## config.mk

```make
export PLATFORM = sky130hd
export DESIGN_NAME = smc3_lane
export DESIGN_NICKNAME = d
export VERILOG_FILES = /design/src/smc3_pkg.sv /design/src/smc3_lane.sv
export SDC_FILE = /design/constraint.sdc
export NUM_CORES = 2
export LEC_CHECK = 0
export BUFFER_PORTS_ARGS = -buffer_cell sky130_fd_sc_hd__clkbuf_2
export CORE_MARGIN = 4
export CORE_UTILIZATION = 45
export CTS_CLUSTER_SIZE = 28
export DETAILED_ROUTE_END_ITERATION = 16
export GPL_TIMING_DRIVEN = 0
export PLACE_DENSITY_LB_ADDON = 0.3
export SYNTH_ARGS = -nofsm -noshare
export SYNTH_HDL_FRONTEND = slang
export SYNTH_SLANG_ARGS = --single-unit
```

## constraint.sdc

```tcl
create_clock -name clock -period 8.8 [get_ports clock]
set_input_delay 0.44 -clock clock [delete_from_list [all_inputs] [get_ports clock]]
set_output_delay 0.44 -clock clock [all_outputs]
set_load 0.02 [all_outputs]
```

## src/smc3_pkg.sv

```systemverilog
// shared types, constants and tables for the sample mean and covariance block
`timescale 1ns / 1ps
`default_nettype none
package smc3_pkg;

   localparam int MAX_SAMPLES_DEF = 1024;
   localparam int COMP_WIDTH_DEF  = 32;
   localparam int FIELD_WIDTH     = 32;
   localparam int COV_WIDTH       = 64;
   localparam int NUM_COMP        = 3;
   localparam int NUM_PAIR        = 6;

   localparam logic [1:0] STATUS_OK      = 2'd0;
   localparam logic [1:0] STATUS_TOO_FEW = 2'd1;
   localparam logic [1:0] STATUS_DROPPED = 2'd2;

   typedef struct packed {
      logic clear;
      logic valid;
   } lane_ctl_type;

   // upper-triangle pair k -> row and column component
   function automatic int pair_row(input int k);
      case (k)
         0, 1, 2: pair_row = 0;
         3, 4:    pair_row = 1;
         default: pair_row = 2;
      endcase
   endfunction

   function automatic int pair_col(input int k);
      case (k)
         0:       pair_col = 0;
         1, 3:    pair_col = 1;
         default: pair_col = 2;
      endcase
   endfunction

   // full matrix (row, col) -> upper-triangle pair
   function automatic logic [2:0] tri_index(input logic [1:0] r, input logic [1:0] c);
      logic [3:0] key;
      key = {r, c};
      case (key)
         4'b0000: tri_index = 3'd0;
         4'b0001, 4'b0100: tri_index = 3'd1;
         4'b0010, 4'b1000: tri_index = 3'd2;
         4'b0101: tri_index = 3'd3;
         4'b0110, 4'b1001: tri_index = 3'd4;
         default: tri_index = 3'd5;
      endcase
   endfunction

endpackage
`default_nettype wire

```

## src/smc3_lane.sv

```systemverilog
// one covariance lane: split product of two deviations and running sum
`timescale 1ns / 1ps
`default_nettype none
module smc3_lane #(
   parameter int DW = 33,
   parameter int AW = 77
) (
   input  wire logic                  clock,
   input  wire logic                  reset,
   input  wire smc3_pkg::lane_ctl_type ctl,
   input  wire logic signed [DW-1:0]  dev_a,
   input  wire logic signed [DW-1:0]  dev_b,
   output logic                       busy,
   output logic signed [AW-1:0]       acc
);
   localparam int LW = DW / 2;
   localparam int HW = DW - LW;

   logic signed [DW+LW:0]   plo_ff, plo_in;
   logic signed [DW+HW-1:0] phi_ff, phi_in;
   logic                    pv_ff;
   logic signed [AW-1:0]    acc_ff, acc_in, prod;

   always_comb begin
      plo_in = dev_a * $signed({1'b0, dev_b[LW-1:0]});
      phi_in = dev_a * $signed(dev_b[DW-1:LW]);
      prod   = ($signed({{(AW-DW-HW){phi_ff[DW+HW-1]}}, phi_ff}) <<< LW)
             + $signed({{(AW-DW-LW-1){plo_ff[DW+LW]}}, plo_ff});
      acc_in = acc_ff;
      if (ctl.clear) acc_in = '0;
      else if (pv_ff) acc_in = acc_ff + prod;
   end

   always_ff @(posedge clock) begin
      if (reset) begin
         pv_ff  <= 1'b0;
         acc_ff <= '0;
      end else begin
         pv_ff  <= ctl.valid;
         acc_ff <= acc_in;
      end
      plo_ff <= plo_in;
      phi_ff <= phi_in;
   end

   assign busy = pv_ff;
   assign acc  = acc_ff;
endmodule
`default_nettype wire

```

==> out/metrics.csv <==
stage;metric;value;unit
floorplanning;dieArea;112000;µm²
placed_design;placed_area;50600;µm²
drt;first_pass_iters;6;
yosys;yosysTopAreaCell;fa_1;
setup_path;path_delay_family;adder cells;
global_route;use_met2;0.457;
clock_network;clk_pin_slew;90;ps
setup_path;critPathArrivalTime;8810;ps
drt;viasPerCell;5.46;
clock_network;cts_buffer_depth;2;
cells_and_area;final_common_cell;inv_1;
drt;ant_nets;0;
cells_and_area;fillerInstances;10200;
cells_and_area;design_area;51300;µm²
sta;worstMarginPinSlew;1150;ps
setup_path;path_class;in -> reg;
cells_and_area;final_cell_mix;1189 x inv_1, 1100 x fa_1, 718 x nand2_1, 438 x and2_1, 327 x ha_1;
worst_hold_path;hp-class;in -> reg;
sta;tns;0;ps
yosys;synth_top_flop_cell;dfxtp_1;
clock_network;cts_tree;yes;
global_route;grt_busiest_layer;met2;
placed_design;post-dp-hpwl;139000;µm
drt;first_iter_violations;3075;
yosys;synth.distinct_cells;86;
yosys;syn_area_per_cell;8.98;µm²
global_route;groute.usage.overall;0.300;
yosys;syn_area;48100;µm²
floorplanning;std_cell_rows;119;
sta;rsz0062_at_grt;no;
floorplanning;die_h;335;µm
yosys;async_flop_share;0;
floorplanning;io-pin-count;148;
placed_design;dp_cells;6894;
yosys;syn_inst;5355;
cells_and_area;layout-drive-gt1-share;0.0446;
floorplanning;core_area;106000;µm²
placed_design;port_buffers;147;
job;maxCapViolations;0;
global_route;overflow;0;
worst_hold_path;min_path_cells;2;
placed_design;gp_congestion;1.07;
setup_path;worst-path-buf-inv;5;
clock_network;post_cts_buffers;0;
global_route;use_met3;0.0811;
setup_path;crit_top_cell;fa_1;
clock_network;clk_latency;460;ps
floorplanning;start_util;0.455;
cells_and_area;final_cells;6936;
setup_path;rrSetupSlack;4250;ps
drt;vias;37900;
drt;routedWlPerCell;23.8;µm
cells_and_area;area.growth.synth_to_final;6.57;%
setup_path;slowest_stage;buf_1;
setup_path;reg2reg_depth;15;
sta;clock.fmax;0.117;GHz
clock_network;numCtsBuffers;17;
floorplanning;die_x;335;µm
yosys;synth_top_area_frac;0.458;
setup_path;critPathLaunchType;input pin;
sta;fin_crit_sh;0.968;
setup_path;required;9080;ps
global_route;grt_pass1_vias;39700;
sta;setup_violations;0;
yosys;synth-seq-cells;178;
drt;wirelength;165000;µm
sta;hold_viol_final;0;
outcome;status;finished, final reports clean;
yosys;synth_edf_count;0;
setup_path;worstPathMaxFanout;11;
global_route;grt_pass1_wl;250000;µm
yosys;synth.top_cells.by_area;fa_1 46%, inv_1 9.3%, ha_1 8.5%, dfxtp_1 7.4%, and2_1 5.7%;
cells_and_area;fin_nets;7018;
global_route;antenna_found_initial;28;
setup_path;end_kind;register;
worst_hold_path;hold_start;reset;
sta;final_max_slew_viol_count;0;
sta;fin_crit;8520;ps
global_route;grt_start_max_net_pins;25;
setup_path;r2r-start;plo_ff[49];
sta;finClkSkew;25.9;ps
clock_network;htree_levels;4;
worst_hold_path;hold_end;busy;
global_route;grt_util_met1;0.396;
yosys;ys_warn_count;0;
setup_path;slowest_delay;670;ps
yosys;synth_nets;6852;
sta;slew_headroom;0.233;
yosys;synth_seq_area_share;0.0741;
clock_network;clock-sinks;178;
setup_path;r2r_end;acc[76];
clock_network;cts-root-buf;clkbuf_16;
drt;drc_errors;0;
==> final cells by class <==
cell class                      count  area (µm²)  share of cell area
Timing Repair Buffer              148         756              0.0147
Buffer                            256         988              0.0193
Clock buffer                       17         425             0.00830
Inverter                         1189        4460              0.0870
Sequential cell                   178        3560              0.0695
Tap cell                         1391        1740              0.0339
Clock inverter                     15         216             0.00422
Multi-Input combinational cell   3731       39100               0.762
Antenna cell                       11        27.5            0.000537
==> state kept, by name, summed over array words and instances, names as in the netlist <==
signal and flops:
acc 77, phi_ff 50, busy 1, plo_ff 50
==> per-layer routing <==
metal | wire length (µm) | share of wire | up-vias
li1 | - | - | 16400
met1 | 65100 | 0.39 | 19000
met2 | 71100 | 0.43 | 2022
met4 | 10400 | 0.063 | 12
met5 | 81 | 0.00049 | -
met3 | 18600 | 0.11 | 460
==> cells in the mapped netlist (33+ instances only) <==
| cell | instances |
|---|---|
| nand2_1 | 718 |
| and2_1 | 438 |
| nand3_1 | 60 |
| o21bai_1 | 33 |
| mux2i_1 | 49 |
| xnor2_1 | 124 |
| o21ai_0 | 72 |
| dfxtp_1 | 178 |
| inv_1 | 1189 |
| nor2_1 | 177 |
| fa_1 | 1100 |
| clkbuf_1 | 231 |
| xor2_1 | 44 |
| a21o_1 | 102 |
| ha_1 | 327 |
| a21oi_1 | 182 |
==> worst register-to-register path: stages, from the launching register on <==
cell	delay, ps
dfxtp_2	460
buf_12	260
fa_1	450
ha_1	380
a21oi_1	240
o21ai_0	310
a211oi_1	310
a21oi_1	120
a211oi_1	470
o2111a_1	320
nor3_2	80
a311oi_1	370
o31ai_2	120
xnor2_1	280
and3_1	220
nor3_2	40
==> per-stage QoR <==
stage / util / hold WS [ps] / setup WS [ps]
floorplan: - / 512 / 2290
global placement: 0.479 / 497 / -136
detailed placement: 0.479 / 509 / -133
CTS: 0.485 / 147 / 338
global route: 0.485 / 180 / 143
finish: 0.485 / 167 / 278
==> logic make-up (layout without fill, tap and decap cells) <==
kind of cell	after synthesis	after routing	synth area share
compound gates	547	547	0.0757
xor+xnor	168	168	0.0306
fa+ha+maj	1427	1427	0.543
buf+inv	1446	1625	0.113
flops	178	178	0.0741
mux	50	50	0.0104
other cells	0	11	0
simple gates	1539	1539	0.153
==> how the worst max path moves through the flow <==
| stage | startpoint | to | slack [ps] | cells after the start |
|---|---|---|---|---|
| after floorplan | dev_b[32] | phi_ff[46] | 2290 | 25 |
| after global placement | dev_b[32] | phi_ff[49] | -140 | 26 |
| after detailed placement | dev_b[32] | phi_ff[49] | -130 | 26 |
| after CTS | dev_b[32] | phi_ff[49] | 340 | 26 |
| after global routing | dev_b[20] | phi_ff[49] | 140 | 25 |
| final | dev_b[32] | phi_ff[49] | 280 | 25 |
==> timing repair <==
action | CTS | global route
endpoints found under the setup margin | 0 | 1
hold buffers | 0 | 0
gates resized for setup | 0 | 0
Power is not shown: default switching activity piles up to over one toggle a cycle in this logic, so the estimate is an artifact.
