[config.mk]
export PLATFORM = sky130hd
export DESIGN_NAME = smc3_div
export DESIGN_NICKNAME = d
export VERILOG_FILES = /design/src/smc3_div.sv
export SDC_FILE = /design/constraint.sdc
export NUM_CORES = 1
export LEC_CHECK = 0
export BUFFER_PORTS_ARGS = -buffer_cell sky130_fd_sc_hd__buf_2
export CAP_MARGIN = 25
export CORE_ASPECT_RATIO = 0.7
export CORE_MARGIN = 4
export CORE_UTILIZATION = 51
export DETAILED_ROUTE_END_ITERATION = 8
export GPL_TIMING_DRIVEN = 1
export PLACE_DENSITY_LB_ADDON = 0.08
export SKIP_LAST_GASP = 1
export SLEW_MARGIN = 20
export SYNTH_ARGS = -nofsm -noshare
export SYNTH_HDL_FRONTEND = slang
export SYNTH_SLANG_ARGS = --single-unit
[constraint.sdc]
create_clock -name clock -period 3.28 [get_ports clock]
set_input_delay 0.164 -clock clock [delete_from_list [all_inputs] [get_ports clock]]
set_output_delay 0.164 -clock clock [all_outputs]
set_load 0.05 [all_outputs]
[src/smc3_div.sv]
// restoring unsigned divider, one quotient bit per cycle
`timescale 1ns / 1ps
`default_nettype none
module smc3_div #(
   parameter int W   = 64,
   parameter int DVW = 11
) (
   input  wire logic           clock,
   input  wire logic           reset,
   input  wire logic           start,
   input  wire logic [W-1:0]   dividend,
   input  wire logic [DVW-1:0] divisor,
   output logic                busy,
   output logic                done,
   output logic [W-1:0]        quotient
);
   localparam int CW = $clog2(W + 1);

   logic [W-1:0]   quo_ff, quo_in;
   logic [DVW:0]   rem_ff, rem_in;
   logic [DVW-1:0] dvs_ff;
   logic [CW-1:0]  cnt_ff, cnt_in;
   logic           busy_ff, busy_in, done_ff, done_in;
   logic [DVW:0]   trial;

   always_comb begin
      quo_in  = quo_ff;
      rem_in  = rem_ff;
      cnt_in  = cnt_ff;
      busy_in = busy_ff;
      done_in = 1'b0;
      trial   = {rem_ff[DVW-1:0], quo_ff[W-1]};
      if (start) begin
         quo_in  = dividend;
         rem_in  = '0;
         cnt_in  = CW'(W);
         busy_in = 1'b1;
      end else if (busy_ff) begin
         if (trial >= {1'b0, dvs_ff}) begin
            rem_in = trial - {1'b0, dvs_ff};
            quo_in = {quo_ff[W-2:0], 1'b1};
         end else begin
            rem_in = trial;
            quo_in = {quo_ff[W-2:0], 1'b0};
         end
         cnt_in = cnt_ff - 1'b1;
         if (cnt_ff == CW'(1)) begin
            busy_in = 1'b0;
            done_in = 1'b1;
         end
      end
   end

   always_ff @(posedge clock) begin
      if (reset) begin
         busy_ff <= 1'b0;
         done_ff <= 1'b0;
         cnt_ff  <= '0;
      end else begin
         busy_ff <= busy_in;
         done_ff <= done_in;
         cnt_ff  <= cnt_in;
      end
      quo_ff <= quo_in;
      rem_ff <= rem_in;
      if (start) dvs_ff <= divisor;
   end

   assign busy     = busy_ff;
   assign done     = done_ff;
   assign quotient = quo_ff;
endmodule
`default_nettype wire

==> impl_metrics.csv, run 1 <==
group,metric,value,unit
global_route,grt_overflow,0,
setup_path,critPathCaptureType,"flip-flop",
setup_path,worstPathArrival,2.73,ns
layout,seq_area,2650,um^2
clock_tree,cts_root_buf,"clkbuf_16",
layout,nets,576,
floorplanning,rows,28,
yosys,synthArstFlopShare,0,
layout,n_fill_cell,680,
yosys,ys_ff_latch,95,
pwr,vdd.ir_drop.worst,303,uV
sta,setup_viol,0,
place,gp_congestion,0.806,
setup_path,critical_path_class,"reg2reg",
sta,post-route-period-util,0.757,
setup_path,r2r_end,"rem_ff[9]$_SDFFE_PP0P_",
yosys,yosysUniqueCellTypes,45,
route,wirelength,9580,um
global_route,antenna_found_initial,0,
pwr,p_switching,1090,uW
setup_path,r2r_setup_slack,0.80,ns
layout,drive_gt1_frac,0.491,
layout,design_area,5750,um^2
pwr,p_leak,0.00238,uW
floorplanning,boundaryPins,144,
min_path,min_path_type,"in2reg",
floorplanning,coreArea,8550,um^2
setup_path,worstPathMaxFanout,15,
clock_tree,htreeDepth,3,
clock_tree,clk_pin_slew_worst_paths,0.07,ns
layout,area_growth,27.2,%
yosys,netlist_area,4520,um^2
yosys,synthFlopType,"edfxtp_1",
yosys,avgSynthCellArea,13.8,um^2
yosys,syn_nets,420,
setup_path,startpoint,"quotient[63]$_DFFE_PP_",
layout,utilization,0.673,
yosys,synth_edf_count,75,
yosys,ys.warnings.count,0,
global_route,grt_start_max_net_pins,46,
setup_path,start_kind,"flip-flop",
pwr,pwr-share-clk,0.287,
route,drtIter0Drc,181,
global_route,track_usage,0.182,
clock_tree,cts_tree,"built",
clock_tree,cts_repair_resize_count,0,
pwr,swShare,0.327,
sta,fin_tns_setup,0,ns
route,detail-route-antenna-nets,0,
clock_tree,numCtsBuffers,9,
setup_path,r2r_cells,9,
floorplanning,die_h,86.8,um
clock_tree,post_cts_buffers,0,
layout,multi_input_area,1740,um^2
place,post-dp-hpwl,6890,um
sta,tightestPinTransition,0.628,ns
route,wl_per_cell,15.7,um
clock_tree,clkSinkCount,95,
setup_path,critPathCapture,"rem_ff[9]$_SDFFE_PP0P_",
setup_path,rr_startpoint,"quotient[63]$_DFFE_PP_",
route,via_per_inst,5.08,
global_route,grt_pass1_wl,14900,um
clock_tree,insertion_delay,0.34,ns
place,post_dp_cell_area,5360,um^2
sta,hold_violations,0,
sta,hold_ws,0.125,ns
global_route,grt_pass1_vias,2953,
status,status,"complete, no violations",
floorplanning,die_w,121,um
clock_tree,clock_path_buffers,2,
sta,max_freq,0.403,GHz
place,io_buffers,143,
pwr,comb_power_share,0.263,
sta,relSlewSlack,0.580,
yosys,ys_seq_area_frac,0.586,
sta,final.setup_skew,0.00389,ns
pwr,p_per_area,582,nW/um^2
route,dr.pass1.iters,4,
pwr,pwr-share-seq,0.450,
layout,num_antenna_cells,0,
flow_run,drv_cap,0,
floorplanning,start_util,0.529,
yosys,netlist_instances,328,
pwr,p_int,2250,uW
floorplanning,design.die.area,10500,um^2
sta,post-route-min-period,2.48,ns
route,vias,3095,
sta,slew_viol_final,0,
setup_path,cp.required,3.53,ns
route,drc,0,
sta,rsz0062_at_grt,"false",
## worst min-delay path by stage
stage                             from                      to  cells after the start
final                     dividend[14]  quotient[14]$_DFFE_PP_                      2
after global routing      dividend[49]  quotient[49]$_DFFE_PP_                      2
after CTS                 dividend[56]  quotient[56]$_DFFE_PP_                      2
after detailed placement   divisor[10]    dvs_ff[10]$_DFFE_PP_                      1
after global placement      divisor[5]     dvs_ff[5]$_DFFE_PP_                      1
after floorplan                  reset  cnt_ff[6]$_SDFFE_PP0P_                      1
## timing repair
item | in CTS | in global routing
hold buffers | 12 | 0
endpoints found under the setup margin | 0 | 0
endpoints found under the hold margin | 13 | 0
## flip-flops by register name, indices dropped and copies added, names as in the netlist
register	cells
busy	1
rem_ff	11
quotient	64
cnt_ff	7
done	1
dvs_ff	11
## worst max-delay path, stage by stage, from the launching register on
cell      delay [ns]
edfxtp_1        0.38
inv_1           0.06
ha_1            0.22
fa_1            0.40
nor2b_1         0.20
o31a_4          0.18
o21ai_4         0.09
o21ai_4         0.42
o21ai_1         0.18
a311oi_2        0.26
## placed cells by master (no fill, tap or decap), types with 2 or more instances in the layout
master / n
mux2i_1: 7
a211oi_1: 6
a311oi_2: 2
clkbuf_16: 9
o22ai_1: 2
inv_1: 18
buf_2: 142
o21ai_0: 5
or2_2: 2
ha_1: 13
xor2_1: 3
nand2b_1: 5
clkinvlp_4: 3
a211oi_2: 2
o211ai_1: 3
o21ai_4: 2
nor2_1: 23
nor2b_1: 2
a21oi_1: 9
edfxtp_1: 75
o21a_1: 2
mux2_2: 64
nor3_1: 3
dfxtp_1: 20
nand3_1: 5
dlygate4sd3_1: 12
xnor2_1: 8
nand2_1: 11
o21ai_1: 4
nor4_1: 2
buf_4: 5
## metal layers
layer  up-vias  routed length, um  track usage
li1       1536                  -            -
met1      1455               4470        0.254
met2       100               4360        0.272
met3         4                688       0.0639
met4         0                 60       0.0525
met5         -                  0            0
## cells in the mapped netlist (2+ instances only)
master / count / area share
o21ai_4: 2 / 0.0072
buf_1: 7 / 0.0058
or2_2: 2 / 0.0028
xnor2_1: 8 / 0.015
buf_2: 2 / 0.0022
dfxtp_1: 20 / 0.088
edfxtp_1: 75 / 0.50
xor2_1: 3 / 0.0058
nor4_1: 2 / 0.0028
a311oi_2: 2 / 0.0066
a211oi_1: 6 / 0.010
ha_1: 13 / 0.036
nor2b_1: 2 / 0.0028
o21ai_0: 5 / 0.0055
o22ai_1: 2 / 0.0028
o21a_1: 2 / 0.0033
nor3_1: 3 / 0.0033
mux2_2: 64 / 0.16
nand2b_1: 5 / 0.0069
a21oi_1: 9 / 0.010
o21ai_1: 4 / 0.0044
a211oi_2: 2 / 0.0055
nand2_1: 12 / 0.010
o211ai_1: 3 / 0.0050
clkbuf_1: 4 / 0.0033
nor2_1: 23 / 0.019
nand3_1: 5 / 0.0055
inv_1: 18 / 0.015
mux2i_1: 7 / 0.015
## power groups by stage
stage / combinational (uW) / sequential, uW / clock [uW]
finish: 879 / 1510 / 961
global route: 936 / 1520 / 1050
global placement: 861 / 1530 / 0
detailed placement: 869 / 1530 / 0
CTS: 882 / 1510 / 989
floorplan: 364 / 1830 / 0
## final cells by class
type / instances / share of cell area
Tap cell: 120 / 0.0261
Multi-Input combinational cell: 201 / 0.303
Inverter: 18 / 0.0117
Timing Repair Buffer: 159 / 0.151
Clock inverter: 7 / 0.00848
Sequential cell: 95 / 0.461
Clock buffer: 9 / 0.0391
## kinds of logic after synthesis
| logic type | after synthesis | share of synthesized area |
|---|---|---|
| adder cells (fa/ha/maj) | 14 | 0.0404 |
| AO/OA/AOI/OAI | 43 | 0.0752 |
| flip-flops | 95 | 0.586 |
| XOR/XNOR | 11 | 0.0213 |
| multiplexers | 71 | 0.175 |
| buffers and inverters | 32 | 0.0296 |
| AND/OR/NAND/NOR | 62 | 0.0725 |
## stage by stage
step,setup WS [ns],power (uW),cells
floorplan,0.488,2200,328
global placement,0.893,2390,581
detailed placement,0.824,2400,581
CTS,0.775,3380,609
global route,0.593,3500,609
finish,0.797,3350,609
No activity file was read; power rests on OpenSTA's default activity.
==> run 2, diff against run 1 <==
--- a/config.mk
+++ b/config.mk
@@ -9,7 +9,7 @@
 export CAP_MARGIN = 25
 export CORE_ASPECT_RATIO = 0.7
 export CORE_MARGIN = 4
-export CORE_UTILIZATION = 51
+export CORE_UTILIZATION = 46
 export DETAILED_ROUTE_END_ITERATION = 8
 export GPL_TIMING_DRIVEN = 1
 export PLACE_DENSITY_LB_ADDON = 0.08
==> constraint.sdc (replaced) <==
create_clock -name clock -period 2 [get_ports clock]
set_input_delay 0.1 -clock clock [delete_from_list [all_inputs] [get_ports clock]]
set_output_delay 0.1 -clock clock [all_outputs]
set_load 0.05 [all_outputs]
==> run 2 against run 1 <==
Net effect: the flow now finishes with violations (setup timing); clock skew about the same; count of clock-buffer cells in the layout unchanged; sequential share of layout area down 3.6 points; largest power group unchanged.
==> impl_metrics.csv, run 2 (synthesis gave the netlist of run 1 again) <==
group,metric,value,unit
flow_run,drv_cap,0,
setup_path,start_kind,"flip-flop",
pwr,p_switching,1870,uW
min_path,worstHoldStart,"dividend[13]",
clock_tree,cts_root_buf,"clkbuf_16",
sta,hold_violations,0,
setup_path,rr_startpoint,"dvs_ff[0]$_DFFE_PP_",
floorplanning,coreArea,9330,um^2
sta,tightestPinTransition,0.624,ns
sta,max_freq,0.470,GHz
min_path,min_to,"quotient[13]$_DFFE_PP_",
status,status,"finished with violations",
layout,nets,608,
setup_path,critPathCaptureType,"flip-flop",
global_route,grt_pass1_vias,3242,
layout,drive_gt1_frac,0.560,
sta,slew_viol_final,0,
sta,rsz0062_at_grt,"true",
min_path,min_path_type,"in2reg",
floorplanning,boundaryPins,144,
clock_tree,numCtsBuffers,9,
place,post_dp_cell_area,5600,um^2
sta,hold_ws,0.0607,ns
pwr,pwr-share-seq,0.411,
layout,area_growth,37.8,%
clock_tree,clkSinkCount,95,
place,io_buffers,143,
setup_path,r2r_cells,9,
layout,num_antenna_cells,0,
global_route,grt_start_max_net_pins,42,
floorplanning,start_util,0.485,
route,vias,3255,
pwr,p_per_area,963,nW/um^2
pwr,totalPowerFinal,6000,uW
pwr,comb_power_share,0.285,
sta,relSlewSlack,0.579,
route,wl_met3,797,um
pwr,p_leak,0.00262,uW
global_route,track_usage,0.174,
clock_tree,insertion_delay,0.34,ns
global_route,grt_overflow,0,
route,wirelength,10100,um
route,routed.top_layer,"met4",
min_path,min_path_cells,2,
clock_tree,clock_path_buffers,2,
sta,setup_viol,12,
clock_tree,cts_tree,"built",
pwr,p_int,4130,uW
setup_path,critical_path_class,"reg2reg",
route,dr.pass1.iters,4,
place,post-dp-hpwl,7370,um
setup_path,worstPathMaxFanout,7,
floorplanning,die_w,127,um
setup_path,worstPathArrival,2.34,ns
route,drc,0,
layout,final_cell_mix,"buf_2 (142), edfxtp_1 (75), mux2_2 (63)",
route,detail-route-antenna-nets,0,
floorplanning,die_h,91.0,um
status,violations,"setup timing",
sta,post-route-min-period,2.13,ns
place,gp_congestion,0.864,
route,dr_wl_met2,4670,um
layout,largest_register_ffs,64,
floorplanning,rows,29,
pwr,vdd.ir_drop.worst,475,uV
pwr,pwr-share-clk,0.304,
global_route,grt_pass1_wl,16100,um
sta,final.setup_skew,0.00395,ns
floorplanning,design.die.area,11500,um^2
global_route,antenna_found_initial,0,
layout,layout_commonest_cell,"buf_2",
sta,setup_ws,-0.128,ns
layout,design_area,6240,um^2
setup_path,r2r_end,"rem_ff[3]$_SDFFE_PP0P_",
clock_tree,clk_pin_slew_worst_paths,0.07,ns
route,wl_met1,4560,um
layout,utilization,0.669,
route,drtIter0Drc,120,
clock_tree,htreeDepth,3,
route,via_per_inst,5.05,
setup_path,cp.required,2.21,ns
sta,post-route-period-util,1.06,
route,wl_per_cell,15.7,um
setup_path,r2r_setup_slack,-0.13,ns
pwr,swShare,0.312,
## run 2: worst max-delay path by stage
| stage | from | endpoint | slack [ns] | cells after the start |
|---|---|---|---|---|
| final | dvs_ff[0]$_DFFE_PP_ | rem_ff[3]$_SDFFE_PP0P_ | -0.13 | 9 |
| after global routing | dvs_ff[0]$_DFFE_PP_ | rem_ff[3]$_SDFFE_PP0P_ | -0.20 | 9 |
| after CTS | quotient[63]$_DFFE_PP_ | rem_ff[10]$_SDFFE_PP0P_ | -0.1 | 10 |
| after detailed placement | quotient[63]$_DFFE_PP_ | rem_ff[5]$_SDFFE_PP0P_ | -0.31 | 9 |
| after global placement | dvs_ff[0]$_DFFE_PP_ | rem_ff[8]$_SDFFE_PP0P_ | -0.18 | 8 |
| after floorplan | quotient[63]$_DFFE_PP_ | rem_ff[8]$_SDFFE_PP0P_ | -0.46 | 10 |
## run 2: stage by stage
step	setup WS, ns	cells	setup TNS, ns
2_1_floorplan	-0.461	328	-4.36
3_3_place_gp	-0.183	611	-1.62
3_5_place_dp	-0.313	611	-2.92
4_1_cts	-0.0971	643	-0.676
5_1_grt	-0.202	645	-1.90
6_report	-0.128	645	-0.941
## run 2: area by class of cell
| class | count | area (um^2) |
|---|---|---|
| Clock buffer | 9 | 225 |
| Timing Repair Buffer | 191 | 1150 |
| Tap cell | 124 | 155 |
| Fill cell | 722 | 3090 |
| Sequential cell | 95 | 2650 |
| Inverter | 18 | 67.6 |
| Multi-Input combinational cell | 201 | 1890 |
| Clock inverter | 7 | 95.1 |
## run 2: routing by layer
metal / track usage / vias to the layer above
li1: - / 1600
met1: 0.230 / 1534
met2: 0.278 / 112
met3: 0.0639 / 9
met4: 0.0402 / 0
met5: 0 / -
## run 2: repair_timing
item | CTS | global route
endpoints found under the setup margin | 12 | 12
pin swaps | 6 | 9
setup buffers | 4 | 2
endpoints found under the hold margin | 13 | 0
hold buffers | 12 | 0
gates resized for setup | 8 | 19
## run 2: power by group through the flow
| stage | clock network [uW] | registers, uW | logic (uW) |
|---|---|---|---|
| 2_1_floorplan | 0 | 3000 | 602 |
| 3_3_place_gp | 0 | 2500 | 1520 |
| 3_5_place_dp | 0 | 2510 | 1550 |
| 4_1_cts | 1870 | 2470 | 1630 |
| 5_1_grt | 1960 | 2490 | 1820 |
| 6_report | 1820 | 2470 | 1710 |
## run 2: worst max-delay path, stage by stage (launching register included)
cell	delay, ns
edfxtp_1	0.41
ha_4	0.19
fa_2	0.37
nor2b_4	0.14
o31a_4	0.15
o21ai_4	0.06
o21ai_4	0.20
buf_6	0.17
mux2i_4	0.24
a211oi_2	0.08
